[src/sv/dssm_pkg.sv]
// Package for the dual stack shared memory block.
// Holds the mode and status codes, the default depth and the
// controller/datapath command and status structs. No dependencies.
package dssm_pkg;

	localparam int DEPTH_DEFAULT = 64;

	localparam int DATA_W   = 32;
	localparam int MODE_W   = 3;
	localparam int STATUS_W = 2;

	localparam logic [MODE_W-1:0] MODE_PUSH1 = 3'd0;
	localparam logic [MODE_W-1:0] MODE_PUSH2 = 3'd1;
	localparam logic [MODE_W-1:0] MODE_POP1  = 3'd2;
	localparam logic [MODE_W-1:0] MODE_POP2  = 3'd3;
	localparam logic [MODE_W-1:0] MODE_DUMP1 = 3'd4;
	localparam logic [MODE_W-1:0] MODE_DUMP2 = 3'd5;

	localparam logic [STATUS_W-1:0] STAT_OK        = 2'd0;
	localparam logic [STATUS_W-1:0] STAT_OVERFLOW  = 2'd1;
	localparam logic [STATUS_W-1:0] STAT_UNDERFLOW = 2'd2;
	localparam logic [STATUS_W-1:0] STAT_EMPTY     = 2'd3;

	// controller -> datapath
	typedef struct packed {
		logic take_in;   // input transaction this cycle
		logic take_cfg;  // base register write this cycle
		logic emit;      // move registered read data into the output register
	} dssm_cmd_t;

	// datapath -> controller
	typedef struct packed {
		logic needs_rd;  // current input item answers from memory
		logic more;      // read data in flight is not the final result
		logic out_free;  // output register can be loaded this cycle
	} dssm_stat_t;

endpackage

[src/sv/dssm_ctrl.sv]
// Controller for the dual stack shared memory block.
// Two-state machine sequencing memory reads for pops and dumps.
// Depends on dssm_pkg.
module dssm_ctrl (
	input  logic                clk,
	input  logic                arst_n,
	input  logic                in_valid,
	output logic                in_ready,
	input  logic                cfg_valid,
	output logic                cfg_ready,
	input  dssm_pkg::dssm_stat_t stat,
	output dssm_pkg::dssm_cmd_t  cmd
);

	typedef enum logic [1:0] {
		ST_IDLE = 2'b01,
		ST_READ = 2'b10
	} state_t;

	state_t state_q, state_nx;

	always_comb begin
		cfg_ready    = (state_q == ST_IDLE);
		// a pending config write wins over an input item
		in_ready     = (state_q == ST_IDLE) && !cfg_valid && stat.out_free;
		cmd.take_in  = in_valid && in_ready;
		cmd.take_cfg = cfg_valid && cfg_ready;
		cmd.emit     = (state_q == ST_READ) && stat.out_free;
	end

	always_comb begin
		state_nx = state_q;
		case (state_q)
			ST_IDLE: begin
				if (cmd.take_in && stat.needs_rd) begin
					state_nx = ST_READ;
				end
			end
			ST_READ: begin
				if (cmd.emit && !stat.more) begin
					state_nx = ST_IDLE;
				end
			end
			default: state_nx = ST_IDLE;
		endcase
	end

	always_ff @(posedge clk or negedge arst_n) begin
		if (!arst_n) begin
			state_q <= ST_IDLE;
		end else begin
			state_q <= state_nx;
		end
	end

endmodule

[src/sv/dssm_datapath.sv]
// Datapath for the dual stack shared memory block: entry memory,
// stack pointers, read cursor and output register.
// Depends on dssm_pkg.
module dssm_datapath #(
	parameter int DEPTH = dssm_pkg::DEPTH_DEFAULT
) (
	input  logic                                clk,
	input  logic                                arst_n,
	input  dssm_pkg::dssm_cmd_t                 cmd,
	output dssm_pkg::dssm_stat_t                stat,
	input  logic [dssm_pkg::MODE_W-1:0]         mode,
	input  logic signed [dssm_pkg::DATA_W-1:0]  push_value,
	input  logic                                base_mid_in,
	input  logic                                out_ready,
	output logic                                out_valid,
	output logic signed [dssm_pkg::DATA_W-1:0]  data_out,
	output logic [dssm_pkg::STATUS_W-1:0]       status,
	output logic                                last
);

	localparam int IW = (DEPTH > 1) ? $clog2(DEPTH) : 1;
	localparam int CW = $clog2(DEPTH + 1);
	localparam logic [CW-1:0] BASE_END = CW'(DEPTH);
	localparam logic [CW-1:0] BASE_MID = CW'(DEPTH / 2);

	logic [dssm_pkg::DATA_W-1:0] entry_mem_q [DEPTH];
	logic [dssm_pkg::DATA_W-1:0] rd_data_q;

	logic [CW-1:0] fill_q, low_q, base;
	logic          base_mid_q;
	logic [IW-1:0] cur_q;
	logic          last_q;
	logic          down_q;

	logic                                out_valid_q;
	logic signed [dssm_pkg::DATA_W-1:0]  data_out_q;
	logic [dssm_pkg::STATUS_W-1:0]       status_q;
	logic                                last_out_q;

	logic push_ok, pop1_ok, pop2_ok;
	logic needs_rd, imm_res, last_in, down_in;
	logic signed [dssm_pkg::DATA_W-1:0] imm_data;
	logic [dssm_pkg::STATUS_W-1:0]      imm_status;
	logic [IW-1:0] addr_in, nx_addr, rd_addr, wr_addr;
	logic          nx_last, rd_en, wr_en, ld_out;
	logic [CW-1:0] fill_m1, base_m1;

	always_comb begin
		base    = base_mid_q ? BASE_MID : BASE_END;
		fill_m1 = fill_q - 1'b1;
		base_m1 = base - 1'b1;
		push_ok = fill_q < low_q;
		pop1_ok = fill_q != '0;
		pop2_ok = low_q < base;

		needs_rd   = 1'b0;
		imm_res    = 1'b0;
		imm_data   = '0;
		imm_status = dssm_pkg::STAT_OK;
		addr_in    = '0;
		last_in    = 1'b1;
		down_in    = 1'b0;
		wr_en      = 1'b0;
		wr_addr    = fill_q[IW-1:0];
		case (mode)
			dssm_pkg::MODE_PUSH1, dssm_pkg::MODE_PUSH2: begin
				imm_res    = 1'b1;
				imm_status = push_ok ? dssm_pkg::STAT_OK : dssm_pkg::STAT_OVERFLOW;
				wr_en      = cmd.take_in && push_ok;
				if (mode == dssm_pkg::MODE_PUSH2) begin
					wr_addr = IW'(low_q - 1'b1);
				end
			end
			dssm_pkg::MODE_POP1: begin
				needs_rd = pop1_ok;
				addr_in  = fill_m1[IW-1:0];
			end
			dssm_pkg::MODE_POP2: begin
				needs_rd = pop2_ok;
				addr_in  = low_q[IW-1:0];
			end
			dssm_pkg::MODE_DUMP1: begin
				needs_rd = pop1_ok;
				addr_in  = '0;
				last_in  = (fill_q == CW'(1));
			end
			dssm_pkg::MODE_DUMP2: begin
				needs_rd = pop2_ok;
				addr_in  = base_m1[IW-1:0];
				last_in  = (low_q == base_m1);
				down_in  = 1'b1;
			end
			default: ;
		endcase
		// empty pops and dumps answer at once
		if (mode inside {dssm_pkg::MODE_POP1, dssm_pkg::MODE_POP2} && !needs_rd) begin
			imm_res    = 1'b1;
			imm_data   = -32'sd1;
			imm_status = dssm_pkg::STAT_UNDERFLOW;
		end
		if (mode inside {dssm_pkg::MODE_DUMP1, dssm_pkg::MODE_DUMP2} && !needs_rd) begin
			imm_res    = 1'b1;
			imm_status = dssm_pkg::STAT_EMPTY;
		end

		nx_addr = down_q ? cur_q - 1'b1 : cur_q + 1'b1;
		nx_last = down_q ? (CW'(nx_addr) == low_q) : (CW'(nx_addr) == fill_m1);

		rd_en   = (cmd.take_in && needs_rd) || (cmd.emit && !last_q);
		rd_addr = cmd.emit ? nx_addr : addr_in;
		ld_out  = (cmd.take_in && imm_res) || cmd.emit;

		stat.needs_rd = needs_rd;
		stat.more     = !last_q;
		stat.out_free = !out_valid_q || out_ready;
	end

	always_ff @(posedge clk) begin
		if (wr_en) begin
			entry_mem_q[wr_addr] <= push_value;
		end
		if (rd_en) begin
			rd_data_q <= entry_mem_q[rd_addr];
		end
	end

	always_ff @(posedge clk or negedge arst_n) begin
		if (!arst_n) begin
			fill_q     <= '0;
			low_q      <= BASE_END;
			base_mid_q <= 1'b0;
			cur_q      <= '0;
			last_q     <= 1'b1;
			down_q     <= 1'b0;
		end else begin
			if (cmd.take_cfg) begin
				base_mid_q <= base_mid_in;
				fill_q     <= '0;
				low_q      <= base_mid_in ? BASE_MID : BASE_END;
			end else if (cmd.take_in) begin
				case (mode)
					dssm_pkg::MODE_PUSH1: if (push_ok) fill_q <= fill_q + 1'b1;
					dssm_pkg::MODE_PUSH2: if (push_ok) low_q <= low_q - 1'b1;
					dssm_pkg::MODE_POP1:  if (pop1_ok) fill_q <= fill_m1;
					dssm_pkg::MODE_POP2:  if (pop2_ok) low_q <= low_q + 1'b1;
					default: ;
				endcase
			end
			if (cmd.take_in && needs_rd) begin
				cur_q  <= addr_in;
				last_q <= last_in;
				down_q <= down_in;
			end else if (cmd.emit && !last_q) begin
				cur_q  <= nx_addr;
				last_q <= nx_last;
			end
		end
	end

	always_ff @(posedge clk or negedge arst_n) begin
		if (!arst_n) begin
			out_valid_q <= 1'b0;
		end else if (ld_out) begin
			out_valid_q <= 1'b1;
		end else if (out_ready) begin
			out_valid_q <= 1'b0;
		end
	end

	always_ff @(posedge clk) begin
		if (cmd.emit) begin
			data_out_q <= rd_data_q;
			status_q   <= dssm_pkg::STAT_OK;
			last_out_q <= last_q;
		end else if (ld_out) begin
			data_out_q <= imm_data;
			status_q   <= imm_status;
			last_out_q <= 1'b1;
		end
	end

	assign out_valid = out_valid_q;
	assign data_out  = data_out_q;
	assign status    = status_q;
	assign last      = last_out_q;

`ifndef SYNTH
	a_fill_below_low: assert property (@(posedge clk) disable iff (!arst_n)
		fill_q <= low_q)
		else $error("stack 1 top crossed stack 2 top");
	a_low_within_base: assert property (@(posedge clk) disable iff (!arst_n)
		low_q <= base)
		else $error("stack 2 pointer above its base");
	a_load_when_free: assert property (@(posedge clk) disable iff (!arst_n)
		ld_out |-> (!out_valid_q || out_ready))
		else $error("output register overwritten while stalled");
	a_empty_is_last: assert property (@(posedge clk) disable iff (!arst_n)
		(out_valid_q && status_q == dssm_pkg::STAT_EMPTY) |-> last_out_q)
		else $error("empty dump result not marked last");
`endif

endmodule

[src/sv/dual_stack_shared_memory.sv]
// Two stacks sharing one entry memory: top level.
// Instantiates dssm_ctrl and dssm_datapath; depends on dssm_pkg.
//
// Usage:
//   Input channel (in_valid/in_ready, mode, push_value) takes one command per
//   transaction. Output channel (out_valid/out_ready, data_out, status, last)
//   returns one or more results; last marks the final one of a command.
//   Config channel (cfg_valid/cfg_ready, stack2_base_at_middle) sets stack 2's
//   base and empties both stacks; write it only while the block is idle.
// Timing:
//   Push and failed pop/dump: result in the output register in the cycle after
//   acceptance; a new command is taken every cycle while the receiver keeps up.
//   Successful pop: the memory read is registered, then the read data is moved
//   into the output register; next command taken once it has been loaded.
//   Dump of N entries: one entry per cycle while the receiver keeps up, paced
//   by the single memory read port. Modes 6 and 7 are taken with no result.
// Reset: both stacks empty, stack 2 base at memory end, output empty.
// Stall: a held output register blocks input and memory reads until taken.
module dual_stack_shared_memory #(
	parameter int DEPTH = dssm_pkg::DEPTH_DEFAULT
) (
	input  logic                                clk,
	input  logic                                arst_n,
	input  logic                                in_valid,
	output logic                                in_ready,
	input  logic [dssm_pkg::MODE_W-1:0]         mode,
	input  logic signed [dssm_pkg::DATA_W-1:0]  push_value,
	output logic                                out_valid,
	input  logic                                out_ready,
	output logic signed [dssm_pkg::DATA_W-1:0]  data_out,
	output logic [dssm_pkg::STATUS_W-1:0]       status,
	output logic                                last,
	input  logic                                cfg_valid,
	output logic                                cfg_ready,
	input  logic                                stack2_base_at_middle
);

	dssm_pkg::dssm_cmd_t  cmd;
	dssm_pkg::dssm_stat_t stat;

	dssm_ctrl u_ctrl (
		.clk       (clk),
		.arst_n    (arst_n),
		.in_valid  (in_valid),
		.in_ready  (in_ready),
		.cfg_valid (cfg_valid),
		.cfg_ready (cfg_ready),
		.stat      (stat),
		.cmd       (cmd)
	);

	dssm_datapath #(
		.DEPTH (DEPTH)
	) u_datapath (
		.clk         (clk),
		.arst_n      (arst_n),
		.cmd         (cmd),
		.stat        (stat),
		.mode        (mode),
		.push_value  (push_value),
		.base_mid_in (stack2_base_at_middle),
		.out_ready   (out_ready),
		.out_valid   (out_valid),
		.data_out    (data_out),
		.status      (status),
		.last        (last)
	);

endmodule
[config.mk]
export PLATFORM = sky130hd
export DESIGN_NAME = dual_stack_shared_memory
export DESIGN_NICKNAME = d
export VERILOG_FILES = /design/src/sv/dssm_pkg.sv /design/src/sv/dssm_ctrl.sv /design/src/sv/dssm_datapath.sv /design/src/sv/dual_stack_shared_memory.sv
export SDC_FILE = /design/constraint.sdc
export NUM_CORES = 2
export LEC_CHECK = 0
export ABC_AREA = 0
export BUFFER_PORTS_ARGS = -buffer_cell sky130_fd_sc_hd__buf_2
export CAP_MARGIN = 15
export CELL_PAD_IN_SITES_DETAIL_PLACEMENT = 0
export CELL_PAD_IN_SITES_GLOBAL_PLACEMENT = 1
export CORE_MARGIN = 2
export CORE_UTILIZATION = 47
export DETAILED_ROUTE_END_ITERATION = 8
export GPL_TIMING_DRIVEN = 0
export PLACE_DENSITY_LB_ADDON = 0.05
export REMOVE_ABC_BUFFERS = 1
export SLEW_MARGIN = 20
export SYNTH_ARGS = -nofsm -noshare
export SYNTH_HDL_FRONTEND = slang
export SYNTH_HIERARCHICAL = 1
export SYNTH_SLANG_ARGS = --single-unit
export TNS_END_PERCENT = 100
[constraint.sdc]
create_clock -name clk -period 3.7 [get_ports clk]
set_input_delay 0.37 -clock clk [delete_from_list [all_inputs] [get_ports clk]]
set_output_delay 0.37 -clock clk [all_outputs]
set_load 0.1 [all_outputs]
* Word level (Yosys, flattened, before mapping)
Memory sizes are Yosys's and may differ from the RTL's. A register that Yosys moved wholly into a read port is not among the register bits.
Index checks and enable logic that the tools add are counted.
** Storage, ports and cells
- Register bits :: 61
- Bits in latches :: 0
- Memory bits (writable) :: 2048
- Memory bits (read-only) :: 0
- Bits of input ports :: 41
- Output and inout bits :: 38
- Word-level logic and storage cells :: 118
- Memories :: 1
** Memories
- u_datapath.entry_mem_q :: depth 64, width 32, read ports 1, clocked after memory_dff 1, wr ports 1, RTL line dssm_datapath.sv:26 : logic [dssm_pkg::DATA_W-1:0] entry_mem_q [DEPTH];
** Operators by class
- $add $sub $neg :: 7
- $mul :: 0
- Divide/modulo/power cells :: 0
- Magnitude comparators :: 2
- Equality and inequality tests :: 17
- Shifts and indexed selects :: 0
- Mux-type cells :: 45
- Bitwise operators :: 0
- Reduce and logical (&&, ||, !) cells :: 35
** Operator list (number)
- 32-bit two-way mux :: 3
- 7-bit two-way mux :: 10
- 6-bit two-way mux :: 6
- 7-bit one-hot mux with 2 select lines :: 2
- 7-bit by 1-bit subtractor with 7-bit output, second input constant :: 3
- 6-bit one-hot mux with 3 select lines :: 1
- 1-bit two-way mux :: 15
- 7-bit by 1-bit adder with 7-bit output, second input constant :: 2
- 6-bit by 7-bit == test with 1-bit output :: 2
- 7-bit < comparator :: 2
- 1-bit logical AND :: 12
- 3-bit by 2-bit != test with 1-bit output, second input constant :: 4
- 2-bit nonzero test :: 6
- 2-bit two-way mux :: 5
- 4-bit AND reduction :: 2
- 7-bit by 1-bit == test with 1-bit output, second input constant :: 1
- 7-bit == test :: 1
- 7-bit nonzero test :: 1
- 6-bit by 1-bit adder with 6-bit output, second input constant :: 1
- 3-bit by 2-bit == test with 1-bit output, second input constant :: 2
- 3-bit == test, second input constant :: 2
- 3-bit nonzero test :: 2
- 2-bit OR reduction :: 3
- 6-bit by 1-bit subtractor with 6-bit output, second input constant :: 1
- 11 further kinds :: 17

* Depth between registers and ports, before layout
- Word-level depth :: 11
- Depth in mapped cells :: 16
- Mapped depth without buffers :: 10

* Modules after synthesis
The synthesis kept the hierarchy.
** By module, submodules not included
- dssm_datapath :: times used 1, cells an instance 6732, area each 87746.7 um^2, sequential area each 64094.0 um^2
- dssm_ctrl :: times used 1, cells an instance 11, area each 126.4 um^2, sequential area each 51.3 um^2

* Worst setup path after synthesis
OpenSTA, ideal clock, no wires.
- Path kind :: register -> register
- From :: reg u_datapath.out_valid_q, in the netlist u_datapath/out_valid
- To :: mem u_datapath/entry_mem_q[19][0] (netlist bit), enable pin
- Setup time :: 0.421 ns
- Arrival time :: 3.922 ns
- Required time :: 3.279 ns
- Path slack :: -0.643 ns
- Cell stages (with the launch flop) :: 9
- Buffers on the path :: 0
- Clock period less this slack :: 4.343 ns
- Cells stage by stage :: dfrtp_1 nand2b_1 and4bb_4 and2_1 nand2b_1 nor4b_1 and2_1 nand2_1 nor2_1
** RTL lines
- start: declaration :: RTL line dssm_datapath.sv:35 : logic out_valid_q;
- start signal: assignment :: RTL line dssm_datapath.sv:162 : out_valid_q <= 1'b0;
- start signal: assignment :: RTL line dssm_datapath.sv:164 : out_valid_q <= 1'b1;
- start signal: assignment :: RTL line dssm_datapath.sv:166 : out_valid_q <= 1'b0;
- end: declaration :: RTL line dssm_datapath.sv:26

* Worst setup path after layout
- From :: reg u_datapath.down_q
- To :: reg u_datapath/rd_data_q[29] (netlist bit), read port of u_datapath.entry_mem_q (data pin)
** Between the ends
- Cells in the longest elaborated chain, start to end :: 2
** Ends and longest elaborated chain
- start: declaration :: RTL line dssm_datapath.sv:33 : logic down_q;
- start signal: assignment :: RTL line dssm_datapath.sv:152 : down_q <= down_in;
- 6-bit two-way mux :: RTL line dssm_datapath.sv:106 : nx_addr = down_q ? cur_q - 1'b1 : cur_q + 1'b1;
- 6-bit two-way mux :: RTL line dssm_datapath.sv:110 : rd_addr = cmd.emit ? nx_addr : addr_in;
- end: declaration :: RTL line dssm_datapath.sv:27 : logic [dssm_pkg::DATA_W-1:0] rd_data_q;
No other way between the ends.
A chain may end at the register's enable or synchronous reset.

==> impl_metrics.json <==
{
  "antenna_found_initial": 12,
  "ios": 79,
  "portBuffers": 78,
  "cpMostUsedCell": "buf_16",
  "hp-class": "in -> reg",
  "required_ns": 4.43,
  "use_met1_pct": 39.7,
  "ys.flop_type": "edfxtp_1",
  "stdcell_area_mm2": 0.108,
  "maxCapViolCount": 0,
  "met3_usage_pct": 3.98,
  "maxSlewViolCount": 0,
  "utilization_pct": 58.3,
  "cts_sinks": 2141,
  "fmax_mhz": 234,
  "combPwrFrac_pct": 12.8,
  "syn2layout_area_growth_pct": 23.1,
  "grt_util_met2_pct": 46.3,
  "yosysSeqAreaShare_pct": 73.0,
  "syn_inst": 6743,
  "ys_ff_latch": 2141,
  "rrSetupSlack_ns": -0.57,
  "power-per-cell-area_mw_per_mm2": 510,
  "finalSetupViolations": 32,
  "cpMaxStageDelayCell": "fa_4",
  "async_reset_ff_share_pct": 1.21,
  "die_h_um": 436,
  "start_util_pct": 47.3,
  "synth_area_mm2": 0.0879,
  "drive_above_1_share_pct": 17.5,
  "timing.final.crit_share_pct": 115,
  "min_from": "push_value[2]",
  "r2r-start": "u_datapath/down_q",
  "routedWlPerCell_um": 27.8,
  "p_switching_uw": 13800,
  "critical_path.max_stage_delay_ns": 0.89,
  "timing.slew.headroom_pct": 38.6,
  "clockBufferDepth": 3,
  "leakage_uw": 0.0380,
  "crit_path_end_kind": "flip-flop",
  "period_needed_ns": 4.27,
  "num_vias": 59200,
  "internal-power_uw": 41400,
  "start_kind": "flip-flop",
  "grt_pass1_wl_um": 396000,
  "status": "finished, violations left",
  "synth.avg_cell_area_um2": 13.0,
  "violations": "setup timing",
  "grt_pass1_vias": 55700,
  "arrival_ns": 5.00,
  "grt-ovfl-total": 0,
  "setup_ws_ns": -0.572,
  "htree_num_levels": 4,
  "p_seq_share_pct": 48.7,
  "tightest_slew_ns": 0.913,
  "drt-initial-drc-count": 5480,
  "fin_skew_ns": 0.0238,
  "yosysWarnings": 6,
  "criticalPathCategory": "reg -> reg",
  "route.final.wire_length_um": 276000,
  "first_pass_iters": 6,
  "die_x_um": 436,
  "synth_edf_count": 2113,
  "fp-row-count": 158,
  "die-area_mm2": 0.190,
  "vias_per_cell": 5.98,
  "dp_hpwl_um": 166000,
  "core_mm2": 0.186,
  "grt.busiest_layer": "met2",
  "hold_viol_final": 0,
  "post-route-drc-count": 0,
  "place.gp.congestion": 0.787,
  "synth_cell_types": 85,
  "hold_depth": 1,
  "clkSlewWorstSetupHoldPaths_ns": 0.06,
  "layout.nets": 7275,
  "switching_share_pct": 25.0,
  "r2r_end": "u_datapath/rd_data_q[29]",
  "final_antenna_net_count": 0,
  "whs_endpoint": "u_datapath/entry_mem_q[23][2]",
  "cts-root-buf": "clkbuf_16",
  "peakVddDrop_mv": 0.564,
  "placed_area_mm2": 0.0967,
  "grt_start_max_net_pins": 65,
  "crit_chain": "fa_4, buf_16, nor2b_4, buf_12, a41oi_4, clkbuf_16, buf_12, buf_16, buf_16, nor2_4, buf_16, a221o_1, o211ai_1, o21ai_4, and4bb_1",
  "ff2ff_path_depth": 15,
  "pwr-share-clk_pct": 38.6,
  "cts_tree": "done",
  "clock_latency_ns": 0.87,
  "track_usage_pct": 28.3,
  "num-fill-cells": 14600,
  "cts_inserted_buffers": 223,
  "rsz0062_at_grt": "true",
  "path_max_fanout": 14
}
worst max-delay path by stage:
stage                              start                        to  slack [ns]
floorplan           u_datapath/out_valid  u_datapath/rd_data_q[11]      -31.77
global placement               out_ready   u_datapath/rd_data_q[8]      -77.44
detailed placement     u_datapath/down_q  u_datapath/rd_data_q[29]       -2.73
CTS                  u_datapath/cur_q[0]   u_datapath/rd_data_q[4]       -0.50
global route           u_datapath/down_q   u_datapath/rd_data_q[9]       -0.59
finish                 u_datapath/down_q  u_datapath/rd_data_q[29]       -0.57
per-layer routing:
layer	vias up	share of wire, %
met1	30400	42
met5	-	0.0094
li1	26300	-
met3	428	6.2
met2	2051	48
met4	4	2.9
final cells by class:
| type | count | area [um2] | share of cell area (%) |
|---|---|---|---|
| clock inverter | 114 | 855 | 0.790 |
| clock buffer | 295 | 6000 | 5.54 |
| multi-input combinational | 4107 | 23400 | 21.6 |
| tap | 2480 | 3100 | 2.87 |
| timing repair buffer | 725 | 10500 | 9.74 |
| inverter | 17 | 70.1 | 0.0648 |
| antenna | 17 | 42.5 | 0.0393 |
| sequential | 2141 | 64200 | 59.3 |
cells in the mapped netlist (all sizes together) (13+ instances only):
master  count  area [um2]
a22oi      60         450
mux2i     128        1280
o211ai     35         263
a221o      93         931
clkbuf    272        1020
nand3     685        3430
a32oi      29         254
a21o       39         293
inv        15        56.3
nor3       39         200
a221oi     40         350
nor2      106         400
and4bb     26         329
nand4      27         169
a21oi     326        1630
a31oi      98         613
a32o       32         322
a311oi     39         348
dfrtp      23         576
o31ai      32         240
o21ai     113         566
and2       13        82.6
buf       211        1040
xnor2      20         175
edfxtp   2113       63500
ha         18         225
nand2    1780        6680
nor4       30         209
and3      176        1100
registers in the layout (all words and copies together) (netlist names):
register	count
u_datapath/entry_mem_q	2048
u_datapath/data_out	32
u_datapath/rd_data_q	32
u_datapath/fill_q	7
u_datapath/low_q	7
u_datapath/cur_q	6
u_ctrl/state_q	2
u_datapath/status	2
u_datapath/base_mid_q	1
u_datapath/down_q	1
u_datapath/last	1
u_datapath/last_q	1
u_datapath/out_valid	1
power groups by stage:
stage	registers [uW]	clock network, uW	logic (uW)
after floorplan	27500	0	4250
after global placement	27400	0	8100
after detailed placement	27400	0	5650
after CTS	26800	21600	6780
after global routing	26800	22600	7450
final	26800	21300	7050
critical path: cells and delay by family (launching register included):
kind,cells,cell delay (ns)
simple gates,3,0.41
fa+ha+maj,1,0.89
flops,1,0.44
compound gates,4,1.36
buf+inv,7,0.96
metrics by stage:
stage	TNS [ns]	hold WS, ns	total power (uW)	worst slack, ns	std cells
after floorplan	-2376.19	0.0744	31800	-31.77	6260
after global placement	-	0.459	35500	-77.44	8818
after detailed placement	-2068.07	0.461	33000	-2.73	9185
after CTS	-12.39	0.0263	55300	-0.501	9824
after global routing	-15.05	0.0399	56900	-0.587	9880
final	-14.32	0.0365	55200	-0.572	9896
timing repair:
item                        CTS  global route
gates resized for setup     255           106
setup endpoints to repair  2029           516
hold buffers                  5             0
pin swaps                   139            99
setup buffers               201            51
hold endpoints to repair     32             0
gates cloned                 28            10
layout by cell type (no fill, tap or decap), types with 62 or more instances in the layout:
| cell type | netlist | final |
|---|---|---|
| edfxtp_1 | 2113 | 2113 |
| nand2_1 | 1780 | 1753 |
| nand3_1 | 685 | 674 |
| buf_4 | 10 | 304 |
| a21oi_1 | 326 | 302 |
| clkbuf_16 | 0 | 241 |
| and3_1 | 176 | 175 |
| buf_16 | 0 | 131 |
| buf_12 | 0 | 130 |
| mux2i_1 | 128 | 127 |
| a31oi_1 | 98 | 95 |
| a221o_1 | 93 | 93 |
| o21ai_0 | 105 | 76 |
| nor2_4 | 0 | 68 |
| clkbuf_1 | 272 | 64 |
| clkinv_1 | 2 | 62 |
cell families (layout without fill, tap and decap cells):
family | Yosys count | count (layout) | synth area share [%]
buffers and inverters | 500 | 1151 | 2.42
AND/OR/NAND/NOR | 2920 | 2922 | 14.7
adder cells (fa/ha/maj) | 19 | 19 | 0.279
multiplexers | 134 | 135 | 1.57
XOR/XNOR | 31 | 31 | 0.309
AO/OA/AOI/OAI | 998 | 1000 | 7.73
other | 0 | 17 | 0
flip-flops | 2141 | 2141 | 73.0
Power figures use the tool's default switching activity.
